==> src/rtl/opn3d_pkg.sv <==
// ----------------------------------------------------------------------------
// Octave Perlin noise package
// Widths, reset values, register indexes and the link carried between cells.
// ----------------------------------------------------------------------------
package opn3d_pkg;

   localparam int MAX_OCTAVES     = 8;
   localparam int COORD_FRAC_BITS = 16;
   localparam int FREQ_FRAC_BITS  = 24;
   localparam int FRAC_POS        = COORD_FRAC_BITS + FREQ_FRAC_BITS;
   localparam int PROD_W          = FRAC_POS + 8;

   localparam int COORD_W = 32;
   localparam int FREQ_W  = 32;
   localparam int SEED_W  = 32;
   localparam int OCT_W   = 4;
   localparam int PERS_W  = 17;
   localparam int OUT_W   = 16;

   localparam int HSEED_W = 24;
   localparam int CNT_W   = $clog2(MAX_OCTAVES + 1);
   localparam int AMP_W   = 16 + MAX_OCTAVES;
   localparam int NOISE_W = 19;
   localparam int WPROD_W = NOISE_W + AMP_W + 1;
   localparam int TOTAL_W = WPROD_W + $clog2(MAX_OCTAVES) + 1;
   localparam int ASUM_W  = AMP_W + $clog2(MAX_OCTAVES) + 1;
   localparam int QUO_W   = 17;

   localparam int CSR_IDX_W  = 2;
   localparam int CSR_DATA_W = 32;

   localparam logic [CSR_IDX_W-1:0] CSR_NOISE_SEED     = 2'd0;
   localparam logic [CSR_IDX_W-1:0] CSR_OCTAVE_COUNT   = 2'd1;
   localparam logic [CSR_IDX_W-1:0] CSR_PERSISTENCE    = 2'd2;
   localparam logic [CSR_IDX_W-1:0] CSR_BASE_FREQUENCY = 2'd3;

   localparam logic [SEED_W-1:0] SEED_RST       = 32'd0;
   localparam logic [OCT_W-1:0]  OCT_RST        = 4'd4;
   localparam logic [PERS_W-1:0] PERS_RST       = 17'd32768;
   localparam logic [FREQ_W-1:0] BASE_FREQ_RST  = 32'd16777216;

   localparam logic [AMP_W-1:0] AMP_ONE   = AMP_W'(65536);
   localparam logic [31:0]      HASH_MULT = 32'd2654435761;
   localparam logic [16:0]      ONE_Q16   = 17'd65536;

   localparam logic [QUO_W-1:0] SAT_POS_MAG = 17'd32767;
   localparam logic [QUO_W-1:0] SAT_NEG_MAG = 17'd32768;
   localparam logic [OUT_W-1:0] SAT_POS     = 16'h7FFF;
   localparam logic [OUT_W-1:0] SAT_NEG     = 16'h8000;

   typedef struct packed {
      logic                       valid;
      logic [PROD_W-1:0]          px;
      logic [PROD_W-1:0]          py;
      logic [PROD_W-1:0]          pz;
      logic [HSEED_W-1:0]         seed;
      logic [CNT_W-1:0]           cnt;
      logic [AMP_W-1:0]           amp;
      logic signed [TOTAL_W-1:0]  total;
      logic [ASUM_W-1:0]          amp_sum;
   } link_type;

endpackage

==> src/rtl/opn3d_div.sv <==
// ----------------------------------------------------------------------------
// Normalizing divider
// Divides the weighted octave sum by four times the amplitude sum, rounding
// toward zero, one quotient bit per stage, then saturates to Q2.14.
// ----------------------------------------------------------------------------
module opn3d_div (
   input  logic                                   clock,
   input  logic                                   reset,
   input  logic                                   en,
   input  logic                                   in_valid,
   input  logic signed [opn3d_pkg::TOTAL_W-1:0]   in_total,
   input  logic [opn3d_pkg::ASUM_W-1:0]           in_amp_sum,
   output logic                                   out_valid,
   output logic [opn3d_pkg::OUT_W-1:0]            out_value
);

   localparam int DEN_W = opn3d_pkg::ASUM_W + 2;
   localparam int CMP_W = opn3d_pkg::TOTAL_W + DEN_W;

   logic                              vld_ff [opn3d_pkg::QUO_W+1];
   logic                              neg_ff [opn3d_pkg::QUO_W+1];
   logic [opn3d_pkg::TOTAL_W-1:0]     rem_ff [opn3d_pkg::QUO_W+1];
   logic [DEN_W-1:0]                  den_ff [opn3d_pkg::QUO_W+1];
   logic [opn3d_pkg::QUO_W-1:0]       quo_ff [opn3d_pkg::QUO_W+1];
   logic [CMP_W-1:0]                  trial  [opn3d_pkg::QUO_W];
   logic                              ge     [opn3d_pkg::QUO_W];
   logic                              out_valid_ff;
   logic [opn3d_pkg::OUT_W-1:0]       out_value_ff, out_value_in;
   logic [opn3d_pkg::QUO_W-1:0]       mag;

   always_comb begin
      for (int k = 0; k < opn3d_pkg::QUO_W; k++) begin
         trial[k] = CMP_W'(rem_ff[k]) - (CMP_W'(den_ff[k]) << (opn3d_pkg::QUO_W - 1 - k));
         ge[k]    = !trial[k][CMP_W-1];
      end
      mag = quo_ff[opn3d_pkg::QUO_W];
      if (neg_ff[opn3d_pkg::QUO_W]) begin
         out_value_in = (mag > opn3d_pkg::SAT_NEG_MAG) ? opn3d_pkg::SAT_NEG
                                                       : -opn3d_pkg::OUT_W'(mag);
      end else begin
         out_value_in = (mag > opn3d_pkg::SAT_POS_MAG) ? opn3d_pkg::SAT_POS
                                                       : opn3d_pkg::OUT_W'(mag);
      end
   end

   always_ff @(posedge clock) begin
      if (reset) begin
         for (int k = 0; k <= opn3d_pkg::QUO_W; k++) begin
            vld_ff[k] <= 1'b0;
         end
         out_valid_ff <= 1'b0;
      end else if (en) begin
         vld_ff[0] <= in_valid;
         for (int k = 0; k < opn3d_pkg::QUO_W; k++) begin
            vld_ff[k+1] <= vld_ff[k];
         end
         out_valid_ff <= vld_ff[opn3d_pkg::QUO_W];
      end
      if (en) begin
         neg_ff[0] <= in_total[opn3d_pkg::TOTAL_W-1];
         rem_ff[0] <= in_total[opn3d_pkg::TOTAL_W-1] ? -in_total : in_total;
         den_ff[0] <= {in_amp_sum, 2'b00};
         quo_ff[0] <= '0;
         for (int k = 0; k < opn3d_pkg::QUO_W; k++) begin
            neg_ff[k+1] <= neg_ff[k];
            den_ff[k+1] <= den_ff[k];
            rem_ff[k+1] <= ge[k] ? trial[k][opn3d_pkg::TOTAL_W-1:0] : rem_ff[k];
            quo_ff[k+1] <= quo_ff[k] |
                           (opn3d_pkg::QUO_W'(ge[k]) << (opn3d_pkg::QUO_W - 1 - k));
         end
         out_value_ff <= out_value_in;
      end
   end

   assign out_valid = out_valid_ff;
   assign out_value = out_value_ff;

endmodule

==> config.mk <==
export PLATFORM = sky130hd
export DESIGN_NAME = opn3d_div
export DESIGN_NICKNAME = d
export VERILOG_FILES = /design/src/rtl/opn3d_pkg.sv /design/src/rtl/opn3d_div.sv
export SDC_FILE = /design/constraint.sdc
export NUM_CORES = 2
export LEC_CHECK = 0
export ABC_AREA = 1
export BUFFER_PORTS_ARGS = -buffer_cell sky130_fd_sc_hd__buf_4
export CORE_UTILIZATION = 43
export CTS_CLUSTER_SIZE = 40
export DETAILED_ROUTE_END_ITERATION = 8
export PLACE_DENSITY = 0.57
export SLEW_MARGIN = 20
export SYNTH_ARGS = -nofsm -noshare
export SYNTH_HDL_FRONTEND = slang
export SYNTH_SLANG_ARGS = --single-unit
==> constraint.sdc <==
create_clock -name clock -period 7 [get_ports clock]
set_input_delay 0.35 -clock clock [delete_from_list [all_inputs] [get_ports clock]]
set_output_delay 0.35 -clock clock [all_outputs]
set_load 0.05 [all_outputs]
==> impl_metrics.env <==
export IMPL_synth_seq_area_share_pct=46.6
export IMPL_critical_path_startpoint_type="flip-flop"
export IMPL_drtIter0Drc=7174
export IMPL_die_x_um=470
export IMPL_powerDensity_nw_per_um2=394
export IMPL_min_path_type="input pin to flip-flop"
export IMPL_core_um2=218000
export IMPL_irDropWorstVdd_mv=0.282
export IMPL_grt_total_usage_pct=28.8
export IMPL_grt_pass1_vias=73900
export IMPL_synth_edf_count=1463
export IMPL_drc=0
export IMPL_antenna_found_initial=16
export IMPL_finalSetupViolCount=0
export IMPL_tns_ns=0
export IMPL_gp_congestion=0.993
export IMPL_io_buffer_count=96
export IMPL_nNetsFinal=12900
export IMPL_drv_slew=0
export IMPL_ctsResizeCount=0
export IMPL_outcome="finished clean"
export IMPL_antenna_left=0
export IMPL_cts_setup_buffers=0
export IMPL_required_ns=7.52
export IMPL_grt_first_pass_wirelength_um=476000
export IMPL_cts_tree="built"
export IMPL_path_max_fanout=29
export IMPL_cts_sinks=1464
export IMPL_first_pass_iters=8
export IMPL_drive_gt1_share_pct=5.43
export IMPL_cts_root_buf="clkbuf_16"
export IMPL_synthesis_area_um2=94300
export IMPL_start_util_pct=43.3
export IMPL_timing_final_crit_share_pct=51.2
export IMPL_vias_per_cell=5.13
export IMPL_relSlewSlack_pct=27.1
export IMPL_skew_ns=0.0324
export IMPL_postLayoutCoreUtil_pct=48.0
export IMPL_rows=171
export IMPL_cap_violations=0
export IMPL_cts_hold_buffers=78
export IMPL_synth_flop_cell="edfxtp_1"
export IMPL_fp_dieH_um=470
export IMPL_finalHoldViolations=0
export IMPL_synthesis_nets=12600
export IMPL_grt_start_max_net_pins=167
export IMPL_postSynthCellCount=12000
export IMPL_fin_crit_ns=3.58
export IMPL_cts_path_max_buffers=3
export IMPL_critPathKind="flip-flop to flip-flop"
export IMPL_tightestPinTransition_ns=1.09
export IMPL_yosysUniqueCellTypes=53
export IMPL_clk_pin_slew_ns=0.07
export IMPL_rsz0062_at_grt="false"
export IMPL_io_pins=97
export IMPL_layout_common_cells="4,182 x nand2_1, 2,284 x inv_1, 1,463 x edfxtp_1"
export IMPL_fmax_mhz=279
export IMPL_final_common_cell="nand2_1"
export IMPL_cts_buffers=167
export IMPL_vias=78400
export IMPL_area_growth_synth_to_final_pct=10.7
export IMPL_cts_max_level=4
export IMPL_drt_wl_total_um=323000
export IMPL_critPathCaptureType="flip-flop"
export IMPL_grt_remaining_overflow=0
export IMPL_dp_hpwl_um=265000
export IMPL_die_area_um2=221000
export IMPL_synth_async_reset_ratio_pct=0
export IMPL_wl_per_cell_um=21.2
export IMPL_synth_avg_cell_area_um2=7.85
export IMPL_leakagePower_nw=49.0
export IMPL_yosys_register_bits=1464
export IMPL_clk_latency_ns=0.84
export IMPL_worstPathArrival_ns=4.10
export IMPL_yosys_warnings=0
[cell type report]
cell class | count | area (um^2)
fill | 21300 | 113000
antenna | 5 | 12.5
clock inverter | 119 | 1210
tap | 2854 | 3570
clock buffer | 185 | 4290
inverter | 2314 | 8700
sequential | 1464 | 44000
multi-input combinational | 8128 | 40800
timing repair buffer | 202 | 1820
[flip-flops by register name, indices dropped and copies added (netlist names)]
signal and count:
rem_ff 782, out_value 16, den_ff 476, neg_ff 18, vld_ff 18, quo_ff 153
out_valid 1
[synth_stat cells, drive strengths merged, types with 4 or more instances]
| library cell | instances | area share, % |
|---|---|---|
| ha | 477 | 6.3 |
| and2 | 11 | 0.073 |
| clkbuf | 9 | 0.036 |
| nand2 | 4236 | 17 |
| edfxtp | 1463 | 47 |
| inv | 2310 | 9.2 |
| fa | 16 | 0.34 |
| and3 | 9 | 0.060 |
| a21o | 5 | 0.040 |
| nor2 | 1032 | 4.2 |
| buf | 95 | 0.88 |
| nand4 | 110 | 0.73 |
| o211ai | 4 | 0.032 |
| o21bai | 29 | 0.23 |
| nand3b | 91 | 0.74 |
| xnor2 | 212 | 2.0 |
| a21boi | 6 | 0.068 |
| nor3 | 109 | 0.58 |
| nor4 | 22 | 0.15 |
| o21a | 5 | 0.040 |
| xor2 | 134 | 1.2 |
| or2 | 7 | 0.046 |
| nand3 | 643 | 3.5 |
| clkinv | 4 | 0.016 |
| o21ai | 465 | 2.9 |
| a21oi | 490 | 2.8 |
[worst max-delay path, cell delays in order (launching register included)]
cell and delay, ns:
edfxtp_1 0.47, ha_1 0.41, a21oi_1 0.25, o21ai_0 0.25
a21oi_1 0.26, nand3_2 0.22, a21boi_4 0.64, buf_4 0.49
o21ai_1 0.24
[cell families after synthesis]
group	after synthesis	synth area share, %
AO/OA/AOI/OAI	1011	6.11
adder cells (fa/ha/maj)	493	6.67
XOR/XNOR	346	3.21
buffers and inverters	2418	10.1
flip-flops	1464	46.6
AND/OR/NAND/NOR	6278	27.3
[per-stage QoR]
stage / instance area, um^2 / hold WS (ns) / instances / setup slack (ns) / power (mW)
after floorplan: 94300 / 0.400 / 12000 / 4.65 / 25.5
after global placement: 98100 / 0.401 / 14900 / 3.39 / 32.1
after detailed placement: 98100 / 0.405 / 14900 / 3.48 / 32.0
after CTS: 104000 / 0.00209 / 15300 / 3.43 / 41.1
after global routing: 104000 / 0.0503 / 15300 / 3.16 / 43.8
final: 104000 / 0.0815 / 15300 / 3.42 / 41.1
[power breakdown]
part | switching [mW] | leakage [nW] | internal (mW)
Combinational | 12.5 | 32.2 | 5.83
Sequential | 1.71 | 14.2 | 12.2
Clock | 3.81 | 2.66 | 5.08
Total | 18.0 | 49.0 | 23.1
[final timing paths]
check,to,start,cells past startpoint,slack (ns)
worst max-delay path,rem_ff[11][26],rem_ff[10][31],8,3.42
worst min-delay path,rem_ff[0][11],in_total[11],3,0.08
worst max register to register,rem_ff[11][26],rem_ff[10][31],8,3.42
worst min register to register,rem_ff[3][12],rem_ff[2][12],0,0.41
[metal layers]
| layer | vias up | track usage [%] | wire length [um] |
|---|---|---|---|
| li1 | 38700 | - | - |
| met1 | 36900 | 41.7 | 153000 |
| met2 | 2366 | 45.5 | 144000 |
| met3 | 393 | 3.56 | 18400 |
| met4 | 2 | 7.21 | 8190 |
| met5 | - | 0 | 13 |
(Power assumes the default switching activity.)
